### src/olir_pkg.sv
// ----------------------------------------------------------------------------
// olir_pkg
// Shared types and codes for the ordered list block.
// ----------------------------------------------------------------------------
package olir_pkg;
  localparam int CAPACITY_DEF = 256;
  localparam int ValW = 32;
  localparam int PosW = 9;

  localparam logic [2:0] CMD_INSERT = 3'd0;
  localparam logic [2:0] CMD_ERASE = 3'd1;
  localparam logic [2:0] CMD_REVERSE = 3'd2;
  localparam logic [2:0] CMD_FIND = 3'd3;
  localparam logic [2:0] CMD_CHECKSUM = 3'd4;

  localparam logic [1:0] ST_OK = 2'd0;
  localparam logic [1:0] ST_NOT_FOUND = 2'd1;
  localparam logic [1:0] ST_BAD_POS = 2'd2;
  localparam logic [1:0] ST_FULL = 2'd3;

  localparam logic [PosW-1:0] NOT_FOUND_IDX = '1;

  // Operation broadcast to every cell at once.
  typedef enum logic [2:0] {
    OP_HOLD, OP_INS, OP_DEL, OP_ROT
  } cell_op_t;

  typedef struct packed {
    cell_op_t op;
    logic [ValW-1:0] value;
  } cell_ctl_t;
endpackage

### src/olir_cell.sv
// ----------------------------------------------------------------------------
// olir_cell
// One list slot: compares with the broadcast value and shifts to neighbors.
// ----------------------------------------------------------------------------
module olir_cell #(
  parameter int IdxW = 8
) (
  input  logic clk,
  input  olir_pkg::cell_ctl_t ctl,
  input  logic [IdxW-1:0] idx,
  input  logic [IdxW:0] ins_pos,
  input  logic [IdxW:0] del_pos,
  input  logic [IdxW:0] len,
  input  logic [31:0] from_lo,
  input  logic [31:0] from_hi,
  output logic [31:0] data,
  output logic match
);
  import olir_pkg::*;
  logic [31:0] data_r, data_nxt;
  logic [IdxW:0] idx_x;

  assign idx_x = {1'b0, idx};
  assign data = data_r;
  assign match = (data_r == ctl.value) && (idx_x < len);

  // Pick the slot's next value from its neighbors or the broadcast.
  always_comb begin
    data_nxt = data_r;
    case (ctl.op)
      OP_INS: begin
        if (idx_x == ins_pos) data_nxt = ctl.value;
        else if (idx_x > ins_pos) data_nxt = from_lo;
      end
      OP_DEL: if (idx_x >= del_pos) data_nxt = from_hi;
      OP_ROT: data_nxt = from_hi;
      default: data_nxt = data_r;
    endcase
  end

  always_ff @(posedge clk) begin
    data_r <= data_nxt;
  end
endmodule

### config.mk
export PLATFORM = sky130hd
export DESIGN_NAME = olir_cell
export DESIGN_NICKNAME = d
export VERILOG_FILES = /design/src/olir_pkg.sv /design/src/olir_cell.sv
export SDC_FILE = /design/constraint.sdc
export NUM_CORES = 1
export LEC_CHECK = 0
export BUFFER_PORTS_ARGS = -buffer_cell sky130_fd_sc_hd__buf_4
export CORE_AREA = 2 2 101 74
export DETAILED_ROUTE_END_ITERATION = 16
export DIE_AREA = 0 0 103 76
export PLACE_DENSITY = 0.8
export SYNTH_ARGS = -nofsm -noshare
export SYNTH_HDL_FRONTEND = slang
export SYNTH_SLANG_ARGS = --single-unit
### constraint.sdc
create_clock -name clk -period 4.3 [get_ports clk]
set_input_delay 0.645 -clock clk [delete_from_list [all_inputs] [get_ports clk]]
set_output_delay 0.645 -clock clk [all_outputs]
set_load 0.02 [all_outputs]
Word-level counts from Yosys, hierarchy flattened --
Index checks and enable logic that the tools add are counted. Widths: inputs -> output; s select.
Cells by class: order comparisons 3, equal/unequal tests 7, mux-type cells 4, reductions and logical operators 3
Operator list (count):
- $mux 32 | 3
- $pmux 32 s3 | 1
- $eq 32x32->1 | 1
- $eq 8x9->1 | 1
- $ge 8x9->1 | 1
- $gt 8x9->1 | 1
- $lt 8x9->1 | 1
- $eq 3x2->1 const B | 2
- $eq 3x1->1 const B | 1
- $ne 3x3->1 const B | 1
- $reduce_and 3->1 | 1
- $reduce_bool 3->1 | 1
- $ne 2x2->1 const B | 1
- $logic_and 1x1->1 | 1
Word-level totals: bits in registers 32, input bits 135, word-level logic and storage cells 18

Depth between registers and ports, before layout --
depth after elaboration 4, mapped depth 7, gate-level depth less buffers 7

Least setup slack after synthesis --
Ideal clock, no wire load.
path type in2reg, start input ins_pos[6], end register data_r[0] (netlist: data[0]), enable pin, data arrival time 3.298 ns, data required time 3.868 ns, slack 0.570 ns, cell stages on the path 7, path buffers 0, cells stage by stage inv_1 ha_1 nand4b_4 nor3_4 or4b_1 nor3_1 a21oi_1
Between the ends: longest elaborated chain between the ends 3
Ends and longest elaborated chain:
- from (decl) | RTL line olir_cell.sv:11 | input logic [IdxW:0] ins_pos,
- $gt 8x9->1 or $eq 8x9->1 (tied branches) | RTL line olir_cell.sv:33, olir_cell.sv:32
- $ne 3x3->1 (no source line) *
- $reduce_and 3->1 (no source line) *
- to (signal assigned) | RTL line olir_cell.sv:42 | data_r <= data_nxt;
- to (decl) | RTL line olir_cell.sv:20 | logic [31:0] data_r, data_nxt;
Every way passes the cells marked *; elsewhere a longest branch is shown, timed or not. A chain may end at the register's enable or synchronous reset.

Worst setup path in the final report --
start input idx[2], end output match
Between the ends: longest elaborated chain between the ends 2
Ends and longest elaborated chain:
- from (decl) | RTL line olir_cell.sv:10 | input logic [IdxW-1:0] idx,
- $lt 8x9->1 | RTL line olir_cell.sv:25 | assign match = (data_r == ctl.value) && (idx_x < len);
- $logic_and 1x1->1 | RTL line olir_cell.sv:25
- to (decl) | RTL line olir_cell.sv:17 | output logic match
No other way between the ends.

==> PnR_summary.wiki <==
{| class="wikitable"
! Metric !! Value
|-
| Total routing usage reported by global routing || 21.0%
|-
| Post-Place Cells || around 530
|-
| Area of the mapped netlist || 2670 um^2
|-
| Top area cells in the synthesized netlist || edfxtp_1 (36%), mux2i_1 (12%), ha_1 (11%)
|-
| Row count || 26
|-
| Num CTS Buffers || 5
|-
| Area growth from synthesis to layout || 53.5%
|-
| Finished Cell Area || about 4100 um^2
|-
| Count of antenna-violating nets left after detailed routing || 0
|-
| Root Driver || clkbuf_8
|-
| Avg WL per Cell || around 16 um
|-
| Simple-gate share of the synthesized area || around an eighth
|-
| Sequential area share after synthesis || between 30% and 40%
|-
| Synth Area per Inst || slightly below 10 um^2
|-
| Die ar. || 7830 um^2
|-
| Worst Path Max Fanout || 3
|-
| Initial antenna violation count || 0
|-
| Total DRC errors in the routed layout || 0
|-
| Port Buffers || 167
|-
| Cell area reported after detailed placement || around 4000 um^2
|-
| Global-route congestion overflow total || 0
|-
| Number of flip-flops under the largest register name || 32
|-
| Relative max-transition margin || ~29%
|-
| Nets in the synthesized netlist || roughly 430
|-
| Category of the critical setup timing path || input pin to output port
|-
| Placeable core area || ~7000 um^2
|-
| Final-report hold violation count || 0
|-
| Setup TNS || 0 ns
|-
| Sinks on the clock net || 32
|-
| Total number of nets in the final design || ~590
|-
| Parity-gate share of the synthesized area counting xor and xnor cells || between 10% and 20%
|-
| Dominant combinational cell family by area after synthesis || simple AND/OR/NAND/NOR gates
|-
| Worst voltage drop across the vdd grid || about 110 uV
|-
| Cell types with the highest counts after synthesis || nand2_1 (35), edfxtp_1 (32), mux2i_1 (32), inv_1 (25)
|-
| Pins Over Slew Limit || 0
|-
| CTS H-tree depth || 2
|-
| RD Place Congestion || approximately 0.95
|-
| Share of synthesized area spent on multiplexers || about an eighth
|-
| Via count of the routed design || about 2,600
|-
| Antenna diode count || 0
|-
| Pre-CTS WS || 1.37 ns
|-
| Count of endpoints failing setup in the final report || 0
|-
| Setup crit end kind || output port
|-
| Flip-flop cell with the highest count after synthesis || edfxtp_1
|-
| Largest delay share family, worst path || compound AO/OA/AOI/OAI gates
|-
| Share of synthesized cell area in full adder, half adder and majority cells || a little over a tenth
|-
| Clock share of power || a little under a quarter
|-
| Min setup slack post-route || around 1.4 ns
|-
| Most area-hungry cell type in the Yosys netlist || edfxtp_1
|-
| Crit path cell chain || buf_4 -> ha_1 -> a21oi_1 -> a21oi_1 -> a2111oi_0 -> o311a_1 -> buf_4
|-
| Post-synthesis compound-gate area fraction || between 10% and 20%
|-
| Drt pass-1 iters || 4
|-
| Die Ht || ~76 um
|-
| TritonCTS clock tree || done
|-
| Asr flop ratio synth || 0%
|-
| Buffers inserted by post-CTS timing repair || 0
|-
| Largest net degree at the start of global routing || 37
|-
| Number of standard cells after synthesis || 269
|-
| Number of distinct library cell variants in the gate-level netlist after synthesis || 33
|-
| Switching component of the power || between 0.3 and 0.4 mW
|-
| Yosys warns || 0
|-
| Clock Path Buffers || 2
|-
| Max_cap viols || 0
|-
| Initial core utilization || between 30% and 40%
|-
| Vias in the first global route || between 2,000 and 3,000
|-
| EDFF count, synth || 32
|-
| Power after layout || between 0.9 and 1 mW
|-
| Post-cts sizing count || 0
|-
| Count leader, synth || nand2_1
|-
| Highest attainable clock frequency || ~340 MHz
|-
| Final routed wirelength across all metal layers || 8420 um
|-
| CP Data Arrival Time || approximately 2.3 ns
|-
| Class of the tightest hold or removal check || input pin to flip-flop
|-
| Vias per cell || between 4 and 5
|-
| Pin slew with the least headroom to its limit || around 1.1 ns
|-
| Run status || completed
|-
| Detail Placement HPWL || slightly below 7000 um
|-
| Fraction of layout cells with a size suffix above 1 || between 40% and 50%
|-
| Final critical-path share of the clock period || around two thirds
|-
| Switching fraction of total power || approximately 31%
|-
| Cell Int Power || between 0.6 and 0.7 mW
|-
| Required time at the endpoint of the critical path || approximately 3.7 ns
|-
| Combinational share of power || approximately 36%
|-
| Critical path buffers and inverters || 2
|-
| Final Critical Period || around 3 ns
|-
| LEAKAGE || between 1.5 and 2 nW
|-
| Wire length of the first global-routing pass || between 10,000 and 15,000 um
|-
| Setup repair after global routing missed its margin || no
|-
| Sequential group share of total power || 41.6%
|-
| Number of top-level pins || approximately 170
|-
| Die Width || between 100 and 150 um
|-
| Crit path largest cell delay || around 0.55 ns
|-
| Master of the slowest instance on the critical path || a2111oi_0
|-
| Clk pin slew, worst setup/hold paths || approximately 0.070 ns
|-
| Share of Yosys cell area claimed by the top area cell type || between 30% and 40%
|-
| Yosys reg bits || 32
|-
| Number of violations reported at the end of detailed-routing iteration 0 || 61
|-
| Ratio of total power to cell area || ~240 nW/um^2
|-
| Final std cells w/o fill || between 500 and 600
|-
| Total of hold buffers inserted after clock tree synthesis || 0
|-
| Type of element launching the critical path || input pin
|}
-- path summary, 6_finish.rpt --
kind,depth (start not counted),to,startpoint
hold / removal,3,data[14]$_DFFE_PP_,from_hi[14]
setup / recovery,7,match,idx[2]
-- final cells by class --
class / count / area [um^2]
clock inverters: 3 / 13.8
flip-flops and latches: 32 / 961
multi-input cells: 202 / 1560
fillers: 627 / 2870
inverters: 25 / 93.8
repair buffers: 170 / 1280
well taps: 98 / 123
clock buffers: 5 / 68.8
-- cells in the final DEF, fill, tap and decap left out, drive strengths merged, types with 7 or more instances in the layout --
cell | netlist | final
ha | 23 | 23
inv | 25 | 25
buf | 4 | 170
a21oi | 7 | 7
nand2 | 35 | 35
mux2i | 32 | 32
o21ai | 33 | 33
xnor2 | 9 | 9
xor2 | 23 | 23
edfxtp | 32 | 32
nand4 | 7 | 7
-- worst min-delay path, stage by stage --
cell and delay (ns):
buf_4 0.07, nand2_1 0.05, o21ai_2 0.04
-- layer usage --
layer | wire, um | up-vias | global-route usage (%) | part of all wire (%)
met5 | 0 | - | 0 | 0
met4 | 134 | 0 | 5.66 | 1.6
met3 | 661 | 12 | 4.31 | 7.9
met2 | 4060 | 114 | 35.3 | 48
met1 | 3560 | 1205 | 27.3 | 42
li1 | - | 1294 | - | -
-- metrics by stage --
stage	hold WS [ns]	utilization [%]
floorplan	0.832	-
finish	0.634	58.8
CTS	0.626	58.8
detailed placement	0.923	57.6
global route	0.632	58.8
global placement	0.920	57.6
-- power groups by stage --
stage,registers (mW),clock network (mW),logic (mW)
after floorplan,0.453,0,0.119
after global placement,0.413,0,0.342
after detailed placement,0.415,0,0.351
after CTS,0.409,0.229,0.352
after global routing,0.413,0.243,0.379
final,0.409,0.224,0.349
-- cells by family (layout without fill, tap and decap cells) --
group | count (synthesis) | count (layout)
muxes | 32 | 32
AOI/OAI and AO/OA | 49 | 49
xor gates and xnor gates | 32 | 32
adders and majority gates | 23 | 23
and+or+nand+nor | 66 | 66
buffers and inverters | 35 | 203
DFF | 32 | 32
Power figures use the tool's default switching activity.
