File: src/olir_pkg.sv
// ----------------------------------------------------------------------------
// olir_pkg
// Shared types and codes for the ordered list block.
// ----------------------------------------------------------------------------
package olir_pkg;
  localparam int CAPACITY_DEF = 256;
  localparam int ValW = 32;
  localparam int PosW = 9;

  localparam logic [2:0] CMD_INSERT = 3'd0;
  localparam logic [2:0] CMD_ERASE = 3'd1;
  localparam logic [2:0] CMD_REVERSE = 3'd2;
  localparam logic [2:0] CMD_FIND = 3'd3;
  localparam logic [2:0] CMD_CHECKSUM = 3'd4;

  localparam logic [1:0] ST_OK = 2'd0;
  localparam logic [1:0] ST_NOT_FOUND = 2'd1;
  localparam logic [1:0] ST_BAD_POS = 2'd2;
  localparam logic [1:0] ST_FULL = 2'd3;

  localparam logic [PosW-1:0] NOT_FOUND_IDX = '1;

  // Operation broadcast to every cell at once.
  typedef enum logic [2:0] {
    OP_HOLD, OP_INS, OP_DEL, OP_ROT
  } cell_op_t;

  typedef struct packed {
    cell_op_t op;
    logic [ValW-1:0] value;
  } cell_ctl_t;
endpackage

File: src/olir_ctrl.sv
// ----------------------------------------------------------------------------
// olir_ctrl
// Sequencer: decodes a request, drives the cell row, builds the result.
// ----------------------------------------------------------------------------
module olir_ctrl #(
  parameter int Capacity = olir_pkg::CAPACITY_DEF,
  parameter int IdxW = $clog2(Capacity)
) (
  input  logic clk,
  input  logic rst_n,
  input  logic in_valid,
  output logic in_ready,
  input  logic [2:0] command,
  input  logic [8:0] position,
  input  logic [31:0] value,
  input  logic [Capacity-1:0] match,
  input  logic [31:0] head,
  output olir_pkg::cell_ctl_t ctl,
  output logic [IdxW:0] ins_pos,
  output logic [IdxW:0] del_pos,
  output logic [IdxW:0] len,
  output logic res_valid,
  input  logic res_ready,
  output logic [1:0] res_status,
  output logic [8:0] res_idx,
  output logic [31:0] res_sum
);
  import olir_pkg::*;
  localparam logic [1:0] S_IDLE = 2'd0;
  localparam logic [1:0] S_SUM = 2'd1;
  localparam logic [1:0] S_OUT = 2'd2;
  localparam logic [1:0] S_TAIL = 2'd3;
  localparam int CmpW = (IdxW + 1 > PosW) ? IdxW + 1 : PosW;

  logic [1:0] state_r, state_nxt;
  logic [IdxW:0] len_r, len_nxt, cnt_r, cnt_nxt;
  logic rev_r, rev_nxt;
  logic [1:0] st_r, st_nxt;
  logic [8:0] fi_r, fi_nxt;
  logic [31:0] sum_r, sum_nxt;
  logic [IdxW:0] pos_x;
  logic hit;
  logic [IdxW-1:0] first_lo, first_hi;
  logic [IdxW:0] phys, logi, sum_idx;
  logic [31:0] idx32;

  // Priority encode the lowest and the highest matching cell.
  always_comb begin
    hit = 1'b0;
    first_lo = '0;
    first_hi = '0;
    for (int i = Capacity - 1; i >= 0; i--) begin
      if (match[i]) begin
        hit = 1'b1;
        first_lo = IdxW'(i);
      end
    end
    for (int i = 0; i < Capacity; i++) begin
      if (match[i]) first_hi = IdxW'(i);
    end
  end

  // Map list positions onto cells; a reversed list runs from the highest occupied cell down.
  assign pos_x = (IdxW + 1)'(position);
  assign phys = rev_r ? {1'b0, first_hi} : {1'b0, first_lo};
  assign logi = rev_r ? len_r - 1'b1 - phys : phys;
  assign sum_idx = rev_r ? len_r - 1'b1 - cnt_r : cnt_r;
  assign idx32 = 32'(sum_idx);
  assign ins_pos = rev_r ? len_r - pos_x : pos_x;
  assign del_pos = phys;

  assign in_ready = (state_r == S_IDLE);
  assign len = len_r;
  assign res_valid = (state_r == S_OUT);
  assign res_status = st_r;
  assign res_idx = fi_r;
  assign res_sum = sum_r;

  // Decode the request and step the checksum rotation.
  always_comb begin
    state_nxt = state_r;
    len_nxt = len_r;
    cnt_nxt = cnt_r;
    rev_nxt = rev_r;
    st_nxt = st_r;
    fi_nxt = fi_r;
    sum_nxt = sum_r;
    ctl.op = OP_HOLD;
    ctl.value = value;
    unique case (state_r)
      S_IDLE: begin
        if (in_valid) begin
          st_nxt = ST_OK;
          fi_nxt = NOT_FOUND_IDX;
          sum_nxt = '0;
          state_nxt = S_OUT;
          case (command) inside
            CMD_INSERT: begin
              if (CmpW'(position) > CmpW'(len_r)) st_nxt = ST_BAD_POS;
              else if (len_r == (IdxW + 1)'(Capacity)) st_nxt = ST_FULL;
              else begin
                ctl.op = OP_INS;
                len_nxt = len_r + 1'b1;
              end
            end
            CMD_ERASE, CMD_FIND: begin
              if (!hit) st_nxt = ST_NOT_FOUND;
              else begin
                fi_nxt = 9'(logi);
                if (command == CMD_ERASE) begin
                  ctl.op = OP_DEL;
                  len_nxt = len_r - 1'b1;
                end
              end
            end
            CMD_REVERSE: rev_nxt = ~rev_r;
            CMD_CHECKSUM: begin
              cnt_nxt = '0;
              if (len_r != '0) state_nxt = S_SUM;
            end
            default: ;
          endcase
        end
      end
      S_SUM: begin
        // Accumulate the head cell, then rotate the row down by one.
        sum_nxt = sum_r + (idx32 ^ head);
        ctl.op = OP_ROT;
        cnt_nxt = cnt_r + 1'b1;
        if (cnt_nxt == len_r) begin
          if (len_r == (IdxW + 1)'(Capacity)) state_nxt = S_OUT;
          else begin
            state_nxt = S_TAIL;
            cnt_nxt = len_r;
          end
        end
      end
      S_TAIL: begin
        // Finish the rotation over the idle tail so order is restored.
        ctl.op = OP_ROT;
        cnt_nxt = cnt_r + 1'b1;
        if (cnt_nxt == (IdxW + 1)'(Capacity)) state_nxt = S_OUT;
      end
      S_OUT: if (res_ready) state_nxt = S_IDLE;
      default: state_nxt = S_IDLE;
    endcase
  end

  always_ff @(posedge clk) begin
    if (!rst_n) begin
      state_r <= S_IDLE;
      len_r <= '0;
      rev_r <= 1'b0;
    end else begin
      state_r <= state_nxt;
      len_r <= len_nxt;
      rev_r <= rev_nxt;
    end
    cnt_r <= cnt_nxt;
    st_r <= st_nxt;
    fi_r <= fi_nxt;
    sum_r <= sum_nxt;
  end
endmodule

File: config.mk
export PLATFORM = sky130hd
export DESIGN_NAME = olir_ctrl
export DESIGN_NICKNAME = d
export VERILOG_FILES = /design/src/olir_pkg.sv /design/src/olir_ctrl.sv
export SDC_FILE = /design/constraint.sdc
export NUM_CORES = 1
export LEC_CHECK = 0
export ABC_AREA = 0
export BUFFER_PORTS_ARGS = -buffer_cell sky130_fd_sc_hd__buf_2
export CORE_AREA = 2 2 173 175
export CTS_CLUSTER_SIZE = 8
export DETAILED_ROUTE_END_ITERATION = 12
export DIE_AREA = 0 0 175 177
export GPL_TIMING_DRIVEN = 1
export PLACE_DENSITY = 0.69
export REMOVE_ABC_BUFFERS = 1
export SYNTH_ARGS = -nofsm -noshare
export SYNTH_HDL_FRONTEND = slang
export SYNTH_SLANG_ARGS = --single-unit
File: constraint.sdc
create_clock -name clk -period 13.5 [get_ports clk]
set_clock_uncertainty 0.05 [all_clocks]
set_input_delay 2.025 -clock clk [delete_from_list [all_inputs] [get_ports clk]]
set_output_delay 2.025 -clock clk [all_outputs]
set_load 0.02 [all_outputs]
; ---- After elaboration in Yosys (flattened, before gate mapping)
; Index checks and enable logic that the tools add are counted.
[word_totals]
wordCells = 868
out_inout_bits = 107
input_bits = 336
register_bits = 64
[op_classes]
n_lt_le_gt_ge = 1
n_eq_ne = 20
addsub = 7
reduce_logical = 17
muxes = 811
bitwise_logic = 5
[op_table]
columns = operator, n
row1 = 2-to-1 mux 8 bit, 511
row2 = 2-to-1 mux 1 bit, 262
row3 = 2-to-1 mux 9 bit, 16
row4 = case mux 32 bit (2 select lines), 1
row5 = 2-to-1 mux 2 bit, 17
row6 = adder 32 bit, 1
row7 = 2-to-1 mux 32 bit, 1
row8 = bitwise XOR 9 x 32 -> 32 bit, 1
row9 = case mux 9 bit (3 select lines), 1
row10 = "adder 9 x 1 -> 9 bit, second input constant", 2
row11 = "== test 9 bit, second input constant", 2
row12 = subtractor 9 bit, 2
row13 = "inequality test 2 bit, second input constant", 8
row14 = == test 9 bit, 1
row15 = greater-than comparator 9 bit, 1
row16 = nonzero test 9 bit, 1
row17 = "subtractor 9 x 1 -> 9 bit, second input constant", 1
row18 = subtractor 9 x 8 -> 9 bit, 1
row19 = case mux 2 bit (4 select lines), 1
row20 = nonzero test 2 bit, 4
row21 = AND reduction 7 bit, 1
row22 = "== test 3 x 2 -> 1 bit, second input constant", 2
row23 = AND reduction 6 bit, 1
row24 = AND reduction 5 bit, 1
row25 = 14 further kinds, 21

; ---- Logic depth before layout (Yosys ltp)
; Gate-level depths: netlist of run 1.
[depth]
ltp_word = 261
mapped_depth = 25
ltp_nobuf = 25

; ---- Worst setup path after synthesis of run 1
; No wires, ideal clock.
[synth_timing]
path_kind = input to register
startpoint = input match[146]
endpoint = register fi_r[8], in the netlist res_idx[8] (data pin)
setup_ps = 254
path_slack_ps = 7233
arrival_time_ps = 5963
t_required_ps = 13196
stages = 20
path_buffers = 0
path_cell_list = or3_1 -> a211o_1 -> a2111oi_0 -> a21oi_1 -> a311o_1 -> a41o_1 -> a31oi_1 -> o31a_1 -> o311a_1 -> ha_1 -> inv_1 -> fa_1 -> a21o_1 -> a21o_1 -> a21o_1 -> a21oi_1 -> o21bai_1 -> a21oi_1 -> xnor2_1 -> a21o_2
[synth_between]
elab_chain_cells = 150
word_cells_on_any_way = 409
classes_between = add/sub: 1 / mux: 406 / bitwise: 1 / reduce/logical: 1
[synth_lines]
columns = item, line
row1 = from (decl), olir_ctrl.sv:16  ; input logic [Capacity-1:0] match,
row2 = 2-to-1 mux 8 bit (147 in a row), olir_ctrl.sv:53  ; if (match[i]) begin
row3 = 2-to-1 mux 8 bit (*), olir_ctrl.sv:65  ; assign phys = rev_r ? {1'b0, first_hi} : {1'b0, first_lo};
row4 = net del_pos[0], olir_ctrl.sv:20  ; output logic [IdxW:0] del_pos,
row5 = subtractor 9 x 8 -> 9 bit (*), olir_ctrl.sv:66  ; assign logi = rev_r ? len_r - 1'b1 - phys : phys;
row6 = 2-to-1 mux 9 bit (*), olir_ctrl.sv:66
row7 = to (signal assigned), olir_ctrl.sv:161  ; fi_r <= fi_nxt;
row8 = to (decl), olir_ctrl.sv:39  ; logic [8:0] fi_r, fi_nxt;
; Mark *: on every way through the listed nets, which the timed path passes. The rest lies on a longest branch.
; A chain may end at the register's enable or synchronous reset.

; ---- Worst setup path after layout of run 1
[layout_timing]
startpoint = input match[243]
endpoint = output del_pos[3]
[layout_between]
elab_chain_cells = 245
word_cells_on_any_way = 258
classes_between = mux: 258
[layout_lines]
columns = item, line
row1 = 2-to-1 mux 8 bit (244 in a row), olir_ctrl.sv:53
row2 = 2-to-1 mux 8 bit (*), olir_ctrl.sv:65
row3 = to (decl), olir_ctrl.sv:20
; Mark *: on every way between the ends. The rest lies on a longest branch, timed or not.

==> qor.yml, run 1 <==
syn-instance-count: 1748
rrSetupSlack_ns: 7.47
tightest_slew_ns: 1.10
pwr-share-clk_pct: 24.3
worst-path-stages: 12
power_frac_seq_pct: 26.6
wl_per_cell_um: 19.6
fp.dieW_um: 175
cts_inserted_buffers: 9
min_to: "len[1]"
synth-edff-count: 52
numClockSinks: 64
intPower_mw: 0.541
ys_warn_count: 0
vias_per_cell: 6.09
path_max_fanout: 6
die-area_mm2: 0.0310
cp-start-kind: "input port"
wirelength_mm: 48.8
drtIter0Drc: 1166
via_count: 15100
p_switching_mw: 0.385
crit_type: "input port to primary output"
row_count: 63
core_mm2: 0.0292
critPathTopFamily: "compound AO/OA/AOI/OAI gates"
grt_pass1_wl_mm: 75.7
synth_cell_types: 82
p_leak_nw: 5.88
hold_viol: 0
worstHoldPathType: "register to register"
max-vdd-ir-drop_mv: 0.0647
cts_setup_buffers: 0
cp.arrival_ns: 5.33
fin_crit_sh_pct: 54.9
power.density_mw_per_mm2: 63.7
initial_core_util_pct: 41.5
rr_startpoint: "len[0]"
grt_max_degree: 49
grt_use_total_pct: 30.3
synth_area_leaders: "edfxtp_1 13%, nor2_1 7.4%, a21oi_1 7.1%, ha_1 6.3%, o21ai_0 4.9%"
final_cell_area_mm2: 0.0145
die_h_um: 177
synth-seq-cells: 64
crit_chain: "buf_2 -> nor4_2 -> o211ai_1 -> a21oi_1 -> o21ai_0 -> a31oi_1 -> o21bai_1 -> a2111oi_0 -> o21ai_0 -> a21oi_1 -> a31o_2 -> buf_2"
end_kind: "primary output"
areaGrowthSynthToFinish_pct: 19.5
io_pins: 443
final_nets: 2489
r2r_cells: 25
cts_tree: "built"
dr.pass1.iters: 6
async_flop_share_pct: 0
crit_required_ns: 11.43
grt_pass1_vias: 14100
cts_resized: 0
ant_nets: 0
clk_pin_slew_ns: 0.06
seq_area_frac_synth_pct: 14.8
post-route-min-period_ns: 7.40
hpwlAfterDp_mm: 40.8
finalSetupViolCount: 0
synth.most_common_cell: "nor2_1"
max_clock_freq_ghz: 0.135
yosys-top-cells-count: "241 x nor2_1, 172 x a21oi_1, 134 x nand2_1"
grt-ovfl-total: 0
drive_gt1_share_pct: 22.7
ctsHoldBuffers: 0
hold_start: "len[1]"
drv_cap: 0
ys.flop_type: "edfxtp_1"
route.detailed.drc: 0
setup_tns_ns: 0
cp_slowest_cell: "a2111oi_0"
switching_share_pct: 41.6
timing.critical_path.buf_inv: 2
power_frac_comb_pct: 49.1
syn_area_mm2: 0.0122
placed_cell_area_mm2: 0.0142
reg2reg_to: "res_sum[25]"
yosysTopAreaCell: "edfxtp_1"
drv_slew: 0
cts.path.max_buffers: 2
antenna_found_initial: 4
whs_path_depth: 2
htree_levels: 3
timing.slew.headroom_pct: 25.8
avgSynthCellArea_um2: 6.95
status: "finished, final reports clean"
numPortBuffers: 376
rsz0062_at_grt: "no"
synth_top_area_share_pct: 12.9
root_buffer: "clkbuf_16"
critPathMaxStageDelay_ns: 0.87
clk_latency_ns: 0.34
gp_congestion: 0.973
state kept, by name, summed over array words and instances (netlist names):
signal	count
res_sum	32
cnt_r	9
len	9
res_idx	9
res_status	2
state_r	2
rev_r	1
worst max-delay path by stage:
stage,slack [ns],from,to
after detailed placement,6.18,match[247],del_pos[1]
after global routing,6.00,match[235],del_pos[1]
after floorplan,7.23,match[146],res_idx[8]
after CTS,6.18,match[247],del_pos[1]
after global placement,6.27,match[247],del_pos[1]
final,6.10,match[243],del_pos[3]
placed cells by master, fill, tap and decap left out, types with 6 or more instances in the layout:
cell type,count
buf_2,376
nor2_1,240
a21oi_1,172
nand2_1,134
inv_1,132
o21ai_0,118
nor3_1,70
nand3_1,61
ha_1,61
nor4_1,52
edfxtp_1,52
xnor2_1,46
o31ai_1,46
nand4_1,41
xor2_1,37
nor4_2,33
nor2b_1,30
a31oi_1,27
a21o_1,23
nand2b_1,23
a211oi_1,22
o21bai_1,21
o21a_1,20
a2111oi_0,14
o211ai_1,14
o2111ai_1,14
or3_1,12
and2_1,12
mux2i_1,12
dfxtp_1,11
nor4_4,10
or4_1,10
clkbuf_16,9
o31a_1,8
nand2_2,7
and3_1,7
a21boi_0,7
a211o_1,7
a221oi_1,6
kinds of logic (layout without fill, tap and decap cells):
logic type,count (synthesis),in the layout,share of synthesized area [%]
adders and majority gates,65,65,6.94
AOI/OAI and AO/OA,572,572,30.5
xor gates and xnor gates,84,84,6.12
DFF,64,64,14.8
other,1,6,0.0309
muxes,12,12,0.989
and+or+nand+nor,765,765,33.7
buffers and inverters,185,529,6.84
worst register-to-register path, delay by kind of cell (launching register included):
family	cells	cell delay [ns]
simple gates	5	0.65
fa+ha+maj	3	0.98
xor+xnor	3	0.56
compound gates	11	2.33
flops	1	0.67
buf+inv	2	0.40
mux	1	0.14
power by group through the flow:
stage                     clock (mW)  combinational [mW]  sequential (mW)
final                          0.225               0.455            0.246
after global placement             0               0.439            0.249
after CTS                      0.226               0.449            0.246
after detailed placement           0               0.445            0.250
after floorplan                    0               0.256            0.263
after global routing           0.234               0.503            0.248
area by class of cell:
type                       instances  area [um2]
inverter                         133         499
antenna                            4        10.0
clock buffer                      13         260
timing repair buffer             380        1910
sequential                        64        1800
tap                              390         488
clock inverter                     3        16.3
multi-input combinational       1500        9530
fill                            2996       14700
routing by layer:
layer	GRT usage [%]	wire length (um)	vias to the layer above
met5	3.04	115	-
met4	6.49	931	4
li1	-	-	7246
met3	8.14	4660	67
met2	48.5	21600	750
met1	40.7	21400	7069
through the flow:
step           util, %  power (mW)  hold slack [ns]  instances  setup slack [ns]
2_1_floorplan        -       0.519            0.518       1697              7.23
3_3_place_gp      48.7       0.689            0.611       2467              6.27
3_5_place_dp      48.7       0.695            0.612       2467              6.18
4_1_cts           49.6       0.921            0.623       2483              6.18
5_1_grt           49.6       0.984            0.681       2486              6.00
6_report          49.6       0.925            0.635       2487              6.10
No activity file was read; power rests on OpenSTA's default activity.
==> run 2: changes to the inputs <==
Settings changed: PLACE_DENSITY 0.69 to 0.72.
Clock period 13.5 ns to 6.5 ns, I/O delays scaled along.
==> run 2 against run 1 <==
Final cell count barely moved. Design area grew 0.41%. Setup slack worse by 5.3 ns. Combinational power rose by 110%. Non-clock buffer count increased by 6. Total power up 110%. Utilization grew 0.21 points. Sequential share of layout area is 0.051 points lower. Count of clock-buffer cells in the layout fell by 1. Register-to-register slack got worse by 6.7 ns. Flip-flop and latch count unchanged. Routed wire length decreased by 2.3%. Highest routed layer unchanged.
==> qor.yml, run 2 (synthesis results as in run 1) <==
status: "finished, final reports clean"
core_mm2: 0.0292
dr.pass1.iters: 5
fp.dieW_um: 175
dp_cells: 2473
max_clock_freq_ghz: 0.175
numPortBuffers: 376
ant_nets: 0
cp.arrival_ns: 5.77
via_count: 14900
cts.path.max_buffers: 2
fin_ws_ns: 0.773
finalSetupViolCount: 0
crit_type: "input port to register"
mostFrequentLayoutCells: "376 x buf_2, 240 x nor2_1, 172 x a21oi_1"
crit_required_ns: 6.55
setup_tns_ns: 0
fin_crit_sh_pct: 88.1
p_switching_mw: 0.803
row_count: 63
grt_pass1_wl_mm: 74.5
clk_pin_slew_ns: 0.06
cts_tree: "built"
final_cells: 2489
rsz0062_at_grt: "no"
seq_area_mm2: 0.00180
max-vdd-ir-drop_mv: 0.127
drv_slew: 0
power_frac_comb_pct: 48.4
cts_inserted_buffers: 9
areaGrowthSynthToFinish_pct: 20.0
vias_per_cell: 5.99
die_h_um: 177
grt_use_total_pct: 29.7
fin_util_pct: 49.8
final_nets: 2495
multi_input_area_mm2: 0.00953
initial_core_util_pct: 41.5
hold_viol: 0
place_ws_ns: 0.404
largest_reg_flops: 32
grt_max_degree: 33
ctsHoldBuffers: 0
grt-ovfl-total: 0
io_pins: 443
tightest_slew_ns: 1.17
final_common_cell: "buf_2"
drtIter0Drc: 1208
switching_share_pct: 41.1
cts_setup_buffers: 0
wirelength_mm: 47.6
end_kind: "register"
clk_latency_ns: 0.35
gp_congestion: 0.931
worstHoldPathType: "register to register"
intPower_mw: 1.15
cts_resized: 0
drive_gt1_share_pct: 23.0
hold_ws_ns: 0.612
path_max_fanout: 6
route.detailed.drc: 0
fillers: 2994
power_frac_seq_pct: 26.3
root_buffer: "clkbuf_16"
cp-start-kind: "input port"
htree_levels: 3
p_leak_nw: 5.93
diodes: 0
timing.slew.headroom_pct: 21.7
die-area_mm2: 0.0310
numClockSinks: 64
hpwlAfterDp_mm: 40.3
grt_pass1_vias: 14200
drv_cap: 0
power.density_mw_per_mm2: 134
wl_per_cell_um: 19.1
post-route-min-period_ns: 5.73
pwr-share-clk_pct: 25.3
antenna_found_initial: 0
-- run 2: path summary, 6_finish.rpt --
path / from / to / slack [ns] / cells after the start
max: match[224] / res_idx[8] / 0.77 / 21
min: len[1] / len[1] / 0.61 / 2
max reg2reg: len[1] / res_sum[25] / 0.81 / 25
min reg2reg: len[1] / len[1] / 0.61 / 2
-- run 2: worst max-delay path, cell delays in order --
cell,delay (ns)
buf_2,0.14
or3_1,0.36
a221oi_1,0.35
nand4_1,0.13
o211a_1,0.28
o311ai_1,0.44
a211o_1,0.27
a221oi_1,0.16
o22ai_1,0.41
o311a_1,0.26
ha_1,0.15
inv_1,0.07
fa_1,0.43
a21o_1,0.17
a21o_1,0.19
a21o_1,0.17
a21oi_1,0.23
o21bai_1,0.09
a21oi_1,0.17
xnor2_1,0.08
a21o_2,0.22
-- run 2: area by class of cell --
cell class	instances	share of cell area (%)
Clock buffer	12	1.91
Timing Repair Buffer	386	13.4
Clock inverter	4	0.154
Inverter	133	3.42
Tap cell	390	3.35
Sequential cell	64	12.4
Multi-Input combinational cell	1500	65.4
-- run 2: per-stage QoR --
stage	power (mW)	area, um2
final	1.95	14600
after CTS	1.95	14600
after global placement	1.44	14300
after global routing	2.08	14600
after detailed placement	1.45	14300
after floorplan	1.08	11800
-- run 2: power by group through the flow --
stage               combinational (mW)  sequential [mW]  clock [mW]
CTS                              0.936            0.513       0.504
global placement                 0.915            0.520           0
detailed placement               0.929            0.521           0
finish                           0.944            0.514       0.495
floorplan                        0.531            0.547           0
global route                      1.04            0.518       0.518
-- run 2: layer usage --
layer | GRT usage (%) | part of all wire, % | vias up
li1 | - | - | 7252
met1 | 38.3 | 43 | 6963
met2 | 48.4 | 45 | 623
met3 | 7.56 | 8.5 | 81
met4 | 8.96 | 3.0 | 2
met5 | 3.04 | 0.27 | -
